### src/gha_pkg.sv
// gha_pkg.sv
// shared constants, codes and control structs of the handle allocator
// no dependencies
package gha_pkg;

    localparam int SLOT_COUNT   = 16;
    localparam int SLOT_W       = (SLOT_COUNT > 1) ? $clog2(SLOT_COUNT) : 1;
    localparam int GEN_W        = 8;
    localparam int SLOT_FIELD_W = 8;
    localparam int HANDLE_W     = GEN_W + SLOT_FIELD_W;
    localparam int MODE_W       = 2;

    typedef enum logic [MODE_W-1:0] {
        MODE_ALLOC = 2'd0,
        MODE_REVAL = 2'd1,
        MODE_FREE  = 2'd2,
        MODE_NONE  = 2'd3
    } gha_mode_t;

    typedef enum logic [4:0] {
        ST_IDLE  = 5'b00001,
        ST_CHECK = 5'b00010,
        ST_GRANT = 5'b00100,
        ST_GEN   = 5'b01000,
        ST_DONE  = 5'b10000
    } gha_state_t;

    typedef struct packed {
        logic capture;
        logic rd_handle;
        logic rd_grant;
        logic write_gen;
        logic res_echo;
        logic res_zero;
        logic load_out;
    } gha_cmd_t;

    typedef struct packed {
        gha_mode_t in_mode;
        logic      in_range;
        logic      gen_match;
        logic      any_free;
        logic      out_free;
    } gha_status_t;

endpackage

### src/gha_ram.sv
// gha_ram.sv
// generic single write port, single read port ram with registered read
// no dependencies
module gha_ram #(
    parameter int WIDTH = 8,
    parameter int DEPTH = 16
) (
    input  logic                                          clk,
    input  logic                                          wr_en,
    input  logic [((DEPTH > 1) ? $clog2(DEPTH) : 1)-1:0]  wr_addr,
    input  logic [WIDTH-1:0]                              wr_data,
    input  logic                                          rd_en,
    input  logic [((DEPTH > 1) ? $clog2(DEPTH) : 1)-1:0]  rd_addr,
    output logic [WIDTH-1:0]                              rd_data
);

    logic [WIDTH-1:0] mem_reg [DEPTH];
    logic [WIDTH-1:0] rd_data_reg;

    // write port and registered read port
    always_ff @(posedge clk)
    begin
        if (wr_en)
        begin
            mem_reg[wr_addr] <= wr_data;
        end
        if (rd_en)
        begin
            rd_data_reg <= mem_reg[rd_addr];
        end
    end

    assign rd_data = rd_data_reg;

endmodule

### src/gha_dpath.sv
// gha_dpath.sv
// datapath: busy bits, generation ram with valid bits, result and output register
// depends on gha_pkg and gha_ram
module gha_dpath
    import gha_pkg::*;
(
    input  logic                  clk,
    input  logic                  rst_n,
    input  gha_cmd_t              cmd,
    output gha_status_t           status,
    input  logic [MODE_W-1:0]     mode,
    input  logic [HANDLE_W-1:0]   handle_in,
    input  logic [HANDLE_W-1:0]   free_mask,
    output logic                  out_valid,
    input  logic                  out_ready,
    output logic [HANDLE_W-1:0]   handle_out
);

    logic [SLOT_COUNT-1:0]   busy_reg, busy_next;
    logic [SLOT_COUNT-1:0]   gvalid_reg, gvalid_next;
    logic                    rvalid_reg, rvalid_next;
    logic                    out_valid_reg, out_valid_next;
    logic [HANDLE_W-1:0]     handle_reg;
    logic [SLOT_W-1:0]       slot_reg;
    logic [HANDLE_W-1:0]     result_reg, result_next;
    logic [HANDLE_W-1:0]     handle_out_reg;

    logic [SLOT_FIELD_W-1:0] in_low;
    logic [SLOT_W-1:0]       in_idx;
    logic [SLOT_W-1:0]       free_idx;
    logic                    rd_en;
    logic [SLOT_W-1:0]       rd_addr;
    logic [GEN_W-1:0]        rd_data;
    logic [GEN_W-1:0]        gen_eff;
    logic [GEN_W-1:0]        gen_inc;
    logic [SLOT_FIELD_W-1:0] slot_plus;

    // lowest slot whose busy bit is clear
    function automatic logic [SLOT_W-1:0] first_free(input logic [SLOT_COUNT-1:0] busy);
        logic [SLOT_W-1:0] idx;
        idx = '0;
        for (int i = SLOT_COUNT - 1; i >= 0; i--)
        begin
            if (!busy[i])
            begin
                idx = SLOT_W'(i);
            end
        end
        return idx;
    endfunction

    // decode of the incoming handle
    assign in_low   = handle_in[SLOT_FIELD_W-1:0];
    assign in_idx   = SLOT_W'(in_low - SLOT_FIELD_W'(1));
    assign free_idx = first_free(busy_reg);

    // generation store
    assign rd_en   = cmd.rd_handle | cmd.rd_grant;
    assign rd_addr = cmd.rd_handle ? in_idx : free_idx;

    gha_ram #(
        .WIDTH (GEN_W),
        .DEPTH (SLOT_COUNT)
    ) u_gen_ram (
        .clk     (clk),
        .wr_en   (cmd.write_gen),
        .wr_addr (slot_reg),
        .wr_data (gen_inc),
        .rd_en   (rd_en),
        .rd_addr (rd_addr),
        .rd_data (rd_data)
    );

    // never written entries read as generation zero
    assign gen_eff   = rvalid_reg ? rd_data : '0;
    assign gen_inc   = gen_eff + GEN_W'(1);
    assign slot_plus = SLOT_FIELD_W'(slot_reg) + SLOT_FIELD_W'(1);

    // status back to the controller
    assign status.in_mode   = gha_mode_t'(mode);
    assign status.in_range  = (in_low != '0) && (in_low <= SLOT_FIELD_W'(SLOT_COUNT));
    assign status.gen_match = (handle_reg[HANDLE_W-1:SLOT_FIELD_W] == gen_eff);
    assign status.any_free  = ~&busy_reg;
    assign status.out_free  = !out_valid_reg || out_ready;

    // next state of busy and valid bits
    always_comb
    begin
        busy_next   = busy_reg;
        gvalid_next = gvalid_reg;
        rvalid_next = rvalid_reg;
        if (cmd.capture && (gha_mode_t'(mode) == MODE_FREE))
        begin
            busy_next = busy_reg & ~free_mask[SLOT_COUNT-1:0];
        end
        if (cmd.write_gen)
        begin
            busy_next[slot_reg]   = 1'b1;
            gvalid_next[slot_reg] = 1'b1;
        end
        if (rd_en)
        begin
            rvalid_next = gvalid_reg[rd_addr];
        end
    end

    // result selection
    always_comb
    begin
        result_next = result_reg;
        if (cmd.write_gen)
        begin
            result_next = {gen_inc, slot_plus};
        end
        else if (cmd.res_echo)
        begin
            result_next = handle_reg;
        end
        else if (cmd.res_zero)
        begin
            result_next = '0;
        end
    end

    // output register handshake
    always_comb
    begin
        out_valid_next = out_valid_reg;
        if (cmd.load_out)
        begin
            out_valid_next = 1'b1;
        end
        else if (out_ready)
        begin
            out_valid_next = 1'b0;
        end
    end

    // control state
    always_ff @(posedge clk or negedge rst_n)
    begin
        if (!rst_n)
        begin
            busy_reg      <= '0;
            gvalid_reg    <= '0;
            rvalid_reg    <= 1'b0;
            out_valid_reg <= 1'b0;
        end
        else
        begin
            busy_reg      <= busy_next;
            gvalid_reg    <= gvalid_next;
            rvalid_reg    <= rvalid_next;
            out_valid_reg <= out_valid_next;
        end
    end

    // payload registers
    always_ff @(posedge clk)
    begin
        if (cmd.capture)
        begin
            handle_reg <= handle_in;
        end
        if (cmd.rd_grant)
        begin
            slot_reg <= free_idx;
        end
        result_reg <= result_next;
        if (cmd.load_out)
        begin
            handle_out_reg <= result_reg;
        end
    end

    assign out_valid  = out_valid_reg;
    assign handle_out = handle_out_reg;

endmodule

### src/gha_ctrl.sv
// gha_ctrl.sv
// controller state machine sequencing check, grant and response
// depends on gha_pkg
module gha_ctrl
    import gha_pkg::*;
(
    input  logic        clk,
    input  logic        rst_n,
    input  logic        in_valid,
    output logic        in_ready,
    input  gha_status_t status,
    output gha_cmd_t    cmd
);

    gha_state_t state_reg, state_next;

    // next state and commands
    always_comb
    begin
        state_next = state_reg;
        cmd        = '0;
        case (state_reg)
            ST_IDLE:
            begin
                if (in_valid)
                begin
                    cmd.capture = 1'b1;
                    case (status.in_mode)
                        MODE_ALLOC:
                        begin
                            state_next = ST_GRANT;
                        end
                        MODE_REVAL:
                        begin
                            if (status.in_range)
                            begin
                                cmd.rd_handle = 1'b1;
                                state_next    = ST_CHECK;
                            end
                            else
                            begin
                                state_next = ST_GRANT;
                            end
                        end
                        default:
                        begin
                            cmd.res_zero = 1'b1;
                            state_next   = ST_DONE;
                        end
                    endcase
                end
            end
            ST_CHECK:
            begin
                if (status.gen_match)
                begin
                    cmd.res_echo = 1'b1;
                    state_next   = ST_DONE;
                end
                else
                begin
                    state_next = ST_GRANT;
                end
            end
            ST_GRANT:
            begin
                if (status.any_free)
                begin
                    cmd.rd_grant = 1'b1;
                    state_next   = ST_GEN;
                end
                else
                begin
                    cmd.res_zero = 1'b1;
                    state_next   = ST_DONE;
                end
            end
            ST_GEN:
            begin
                cmd.write_gen = 1'b1;
                state_next    = ST_DONE;
            end
            ST_DONE:
            begin
                if (status.out_free)
                begin
                    cmd.load_out = 1'b1;
                    state_next   = ST_IDLE;
                end
            end
            default:
            begin
                state_next = ST_IDLE;
            end
        endcase
    end

    always_ff @(posedge clk or negedge rst_n)
    begin
        if (!rst_n)
        begin
            state_reg <= ST_IDLE;
        end
        else
        begin
            state_reg <= state_next;
        end
    end

    assign in_ready = (state_reg == ST_IDLE);

endmodule

### src/generation_handle_allocator.sv
// channel  dir  handshake              fields
// in       in   in_valid / in_ready    mode, handle_in, free_mask
// out      out  out_valid / out_ready  handle_out
//
// one item at a time: free or unused go idle, done; allocate idle, grant, gen, done;
// revalidate reads the generation, then idle, check, done on a match, else on to
// grant, gen, done (idle, grant when the slot is out of range); full pool skips gen
// reset clears busy bits and generation valid bits at once, no clearing pass
// a result waits in the output register while the next item is taken, and
// that item's result stalls in the final state until the register is free
// generation_handle_allocator.sv: top level, depends on gha_pkg, gha_ctrl, gha_dpath
module generation_handle_allocator
    import gha_pkg::*;
(
    input  logic                clk,
    input  logic                rst_n,
    input  logic                in_valid,
    output logic                in_ready,
    input  logic [MODE_W-1:0]   mode,
    input  logic [HANDLE_W-1:0] handle_in,
    input  logic [HANDLE_W-1:0] free_mask,
    output logic                out_valid,
    input  logic                out_ready,
    output logic [HANDLE_W-1:0] handle_out
);

    gha_cmd_t    cmd;
    gha_status_t status;

    // sequencer
    gha_ctrl u_ctrl (
        .clk      (clk),
        .rst_n    (rst_n),
        .in_valid (in_valid),
        .in_ready (in_ready),
        .status   (status),
        .cmd      (cmd)
    );

    // slot state and result path
    gha_dpath u_dpath (
        .clk        (clk),
        .rst_n      (rst_n),
        .cmd        (cmd),
        .status     (status),
        .mode       (mode),
        .handle_in  (handle_in),
        .free_mask  (free_mask),
        .out_valid  (out_valid),
        .out_ready  (out_ready),
        .handle_out (handle_out)
    );

endmodule

### config.mk
export PLATFORM = sky130hd
export DESIGN_NAME = generation_handle_allocator
export DESIGN_NICKNAME = d
export VERILOG_FILES = /design/src/gha_pkg.sv /design/src/gha_ram.sv /design/src/gha_dpath.sv /design/src/gha_ctrl.sv /design/src/generation_handle_allocator.sv
export SDC_FILE = /design/constraint.sdc
export NUM_CORES = 1
export LEC_CHECK = 0
export ABC_AREA = 1
export BUFFER_PORTS_ARGS = -buffer_cell sky130_fd_sc_hd__buf_4
export CAP_MARGIN = 10
export CORE_ASPECT_RATIO = 1.1
export CORE_MARGIN = 10
export CORE_UTILIZATION = 50
export CTS_CLUSTER_SIZE = 30
export DETAILED_ROUTE_END_ITERATION = 8
export PLACE_DENSITY = 0.77
export SYNTH_ARGS = -nofsm -noshare
export SYNTH_HDL_FRONTEND = slang
export SYNTH_SLANG_ARGS = --single-unit
### constraint.sdc
create_clock -name clk -period 3.26 [get_ports clk]
set_input_delay 0.326 -clock clk [delete_from_list [all_inputs] [get_ports clk]]
set_output_delay 0.326 -clock clk [all_outputs]
set_load 0.03 [all_outputs]
==> key figures <==
Floorplan
  – Core Region: 19,000 um2
  – IO Count: 56
  – Die height: 165 um
  – Num rows: 53
  – Die area: 25,100 um2
  – Initial Util: 50.4%
  – Die width: 152 um

Timing
  – Clock Skew: 0.0138 ns
  – Pins Over Slew Limit: 0
  – TNS Setup: 0 ns
  – Final hold slack: 0.0124 ns
  – Final Hold Viols: 0
  – Count of final setup violators: 0
  – RSZ-0062 raised after global routing: false
  – Fin crit period: 2.85 ns
  – Max_slew headroom: 34.9%
  – Fmax achieved: 351 MHz
  – Worst-Margin Slew: 0.973 ns
  – Tcrit/Tclk final: 87.5%

Run
  – Max-Cap Viols: 0

Critical path
  – Flop2flop setup slack: 0.41 ns
  – CP arrival: 3.11 ns
  – Kind of critical path: reg -> reg
  – Startpoint types: register
  – RR Endpoint: u_dpath.u_gen_ram.rd_data[7]$_DFFE_PP_
  – RR Startpoint: u_ctrl.state_reg[2]$_DFFE_PN0P_
  – WP data required: 3.51 ns
  – Largest fanout on the critical path: 91
  – Crit end category: register
  – Worst R2R Path Depth: 13
  – CP startpoint: u_ctrl.state_reg[2]$_DFFE_PN0P_

Placement
  – GPL Wtd Cong: 0.830
  – Port Buf Inserts: 55
  – Detailed placer's ending HPWL: 14,300 um
  – Placed Cells incl. Taps: 1,119

Global route
  – Largest net degree at the start of global routing: 92
  – Vias in the first global route: 6,394
  – Initial antenna violation count: 0
  – First-pass GRT wire length: 34,700 um
  – Total gr overflow: 0
  – All-Layer GR Usage: 17.1%

Power
  – Static Leak: 4.41 nW
  – Sw Pwr: 2.58 mW
  – Sw Share: 30.9%
  – Clk pwr share: 29.9%
  – Share of power burned in registers: 46.2%
  – Logic pwr share: 23.9%
  – PwrDens: 750 nW/um2
  – Pint: 5.76 mW
  – Worst vdd ir: 0.000441 V

Routing
  – DRT Pass-1 Iters: 5
  – WL per Instance: 18.7 um
  – Vias/cell: 5.53
  – Vias: 6,465
  – DRT Wirelength: 21,900 um
  – Metal3 WL: 1360 um
  – Met2 Wirelength: 10,900 um
  – Remaining DRCs: 0
  – Max Used Layer: met4
  – Final ANT Viol Nets: 0
  – M1 WL: 8940 um
  – Starting DRT DRC Count: 630

Yosys
  – Post-synthesis sequential area ratio: 69.2%
  – Synthesis-stage register bit count: 227
  – Syn Std Cell Area: 9570 um2
  – Syn Inst Count: 831
  – Syn Area/Cell: 11.5 um2
  – Net count after synthesis: 876
  – Distinct cells, synth: 34
  – Yosys warns: 0

Hold path
  – Worst hold path depth: 1
  – Hold_sp: handle_in[5]
  – Hold Crit Class: in -> reg
  – WHS Endpoint: u_dpath.handle_reg[5]$_DFFE_PP_

Layout
  – Final instance count without filler cells: 1,170
  – Final nets: 952
  – Fill count: 1,489
  – Max reg flops: 128
  – Area added between synthesis and finish: 16.3%
  – Share of cells above drive strength 1: 12.8%
  – Antenna cell count: 0

Clock network
  – Clock Latency Late Sink: 0.51 ns
  – CTS Buf Count: 23
  – Post-CTS setup buffers: 0
  – Clock buffer depth: 3
  – CTS sink cnt: 227
  – CTS tree: built
  – Clock-pin slew on the worst setup and hold paths: 0.06 ns
  – Htree depth: 1
  – Root buffer cell: clkbuf_16

Status
  – Status: finished, final reports clean
## worst max-delay path, stage by stage (launching register included)
cell	delay (ns)
dfrtp_1	0.39
nor2_1	0.14
nand2_1	0.12
nor3_4	0.25
nand2_2	0.13
nor3_4	0.29
nand2_1	0.15
nand2_2	0.13
buf_12	0.31
a21oi_1	0.12
o21ai_0	0.12
o211ai_1	0.20
nand3_1	0.16
nand2_1	0.06
## cells in the mapped netlist
| master | count | area [um2] |
|---|---|---|
| a211oi_1 | 1 | 7.51 |
| a21boi_0 | 1 | 7.51 |
| a21oi_1 | 68 | 340 |
| a32oi_1 | 1 | 8.76 |
| buf_1 | 2 | 7.51 |
| buf_2 | 7 | 35.0 |
| buf_4 | 3 | 22.5 |
| buf_6 | 2 | 22.5 |
| clkbuf_1 | 19 | 71.3 |
| clkbuf_2 | 2 | 10.0 |
| clkinv_1 | 1 | 3.75 |
| dfrtp_1 | 38 | 951 |
| dfstp_2 | 1 | 26.3 |
| edfxtp_1 | 188 | 5650 |
| ha_1 | 7 | 87.6 |
| inv_1 | 106 | 398 |
| inv_2 | 4 | 15.0 |
| nand2_1 | 110 | 413 |
| nand2_2 | 2 | 12.5 |
| nand3_1 | 65 | 325 |
| nand3_2 | 1 | 10.0 |
| nand4_1 | 5 | 31.3 |
| nor2_1 | 40 | 150 |
| nor3_1 | 7 | 35.0 |
| nor3_4 | 2 | 32.5 |
| nor4_1 | 3 | 18.8 |
| o211ai_1 | 32 | 240 |
| o21ai_0 | 60 | 300 |
| o21ai_1 | 31 | 155 |
| o21ai_2 | 1 | 8.76 |
| o22ai_1 | 3 | 18.8 |
| or2_1 | 1 | 6.26 |
| xnor2_1 | 3 | 26.3 |
| xor2_1 | 14 | 123 |
## repair_timing
action | 4_1_cts | 5_1_grt
setup endpoints to repair | 0 | 0
endpoints found under the hold margin | 47 | 0
resized for setup | 0 | 0
hold buffers | 10 | 0
## metrics by stage
step	setup slack (ns)	total power, mW	utilization, %	area, um2
finish	0.408	8.35	58.6	11100
global route	0.251	8.75	58.6	11100
CTS	0.439	8.37	58.6	11100
detailed placement	0.461	5.86	54.3	10300
global placement	0.498	5.78	54.3	10300
floorplan	0.673	5.23	-	9570
## cell families after synthesis
group,synth area share [%]
adders and majority gates,0.915
and+or+nand+nor,10.8
buffers and inverters,6.12
xor gates and xnor gates,1.56
DFF,69.2
AOI/OAI and AO/OA,11.4
## metal layers
metal / vias to the layer above / track usage [%]
li1: 3061 / -
met3: 55 / 2.33
met1: 3088 / 20.9
met5: - / 0
met4: 0 / 7.31
met2: 261 / 30.0
## cell usage in the layout (no fill, tap or decap), drive strengths merged
master / synthesis / final
edfxtp: 188 / 188
nor2: 40 / 40
a32oi: 1 / 1
dlygate4sd3: 0 / 10
inv: 110 / 110
clkbuf: 21 / 33
buf: 14 / 76
o21ai: 92 / 92
clkinv: 1 / 8
nor3: 9 / 9
a211oi: 1 / 1
dfrtp: 38 / 38
nand2: 112 / 112
xnor2: 3 / 3
bufinv: 0 / 1
o22ai: 3 / 3
a21boi: 1 / 1
ha: 7 / 7
xor2: 14 / 14
nand4: 5 / 5
o211ai: 32 / 32
dfstp: 1 / 1
nand3: 66 / 66
a21oi: 68 / 68
or2: 1 / 1
nor4: 3 / 3
## layout make-up
cell class / instances / area, um2 / share of cell area, %
sequential: 227 / 6620 / 59.5
clock inverter: 8 / 58.8 / 0.529
multi-input combinational: 458 / 2360 / 21.2
tap: 247 / 309 / 2.78
clock buffer: 33 / 658 / 5.92
inverter: 111 / 417 / 3.75
timing repair buffer: 86 / 696 / 6.25
## worst max-delay path by stage
stage	to	slack, ns	cells after the start
2_1_floorplan	u_dpath.u_gen_ram.rd_data[1]$_DFFE_PP_	0.67	12
3_3_place_gp	u_dpath.u_gen_ram.rd_data[7]$_DFFE_PP_	0.50	15
3_5_place_dp	u_dpath.u_gen_ram.rd_data[7]$_DFFE_PP_	0.46	15
4_1_cts	u_dpath.u_gen_ram.rd_data[7]$_DFFE_PP_	0.44	13
5_1_grt	u_dpath.result_reg[4]$_DFFE_PP_	0.25	10
6_report	u_dpath.u_gen_ram.rd_data[7]$_DFFE_PP_	0.41	13
## power groups by stage
stage / combinational, mW / clock, mW / sequential, mW
after global placement: 1.88 / 0 / 3.89
after global routing: 2.22 / 2.65 / 3.89
after CTS: 1.98 / 2.53 / 3.85
after detailed placement: 1.96 / 0 / 3.91
after floorplan: 1.34 / 0 / 3.89
final: 1.99 / 2.50 / 3.85
(Power assumes the default switching activity.)
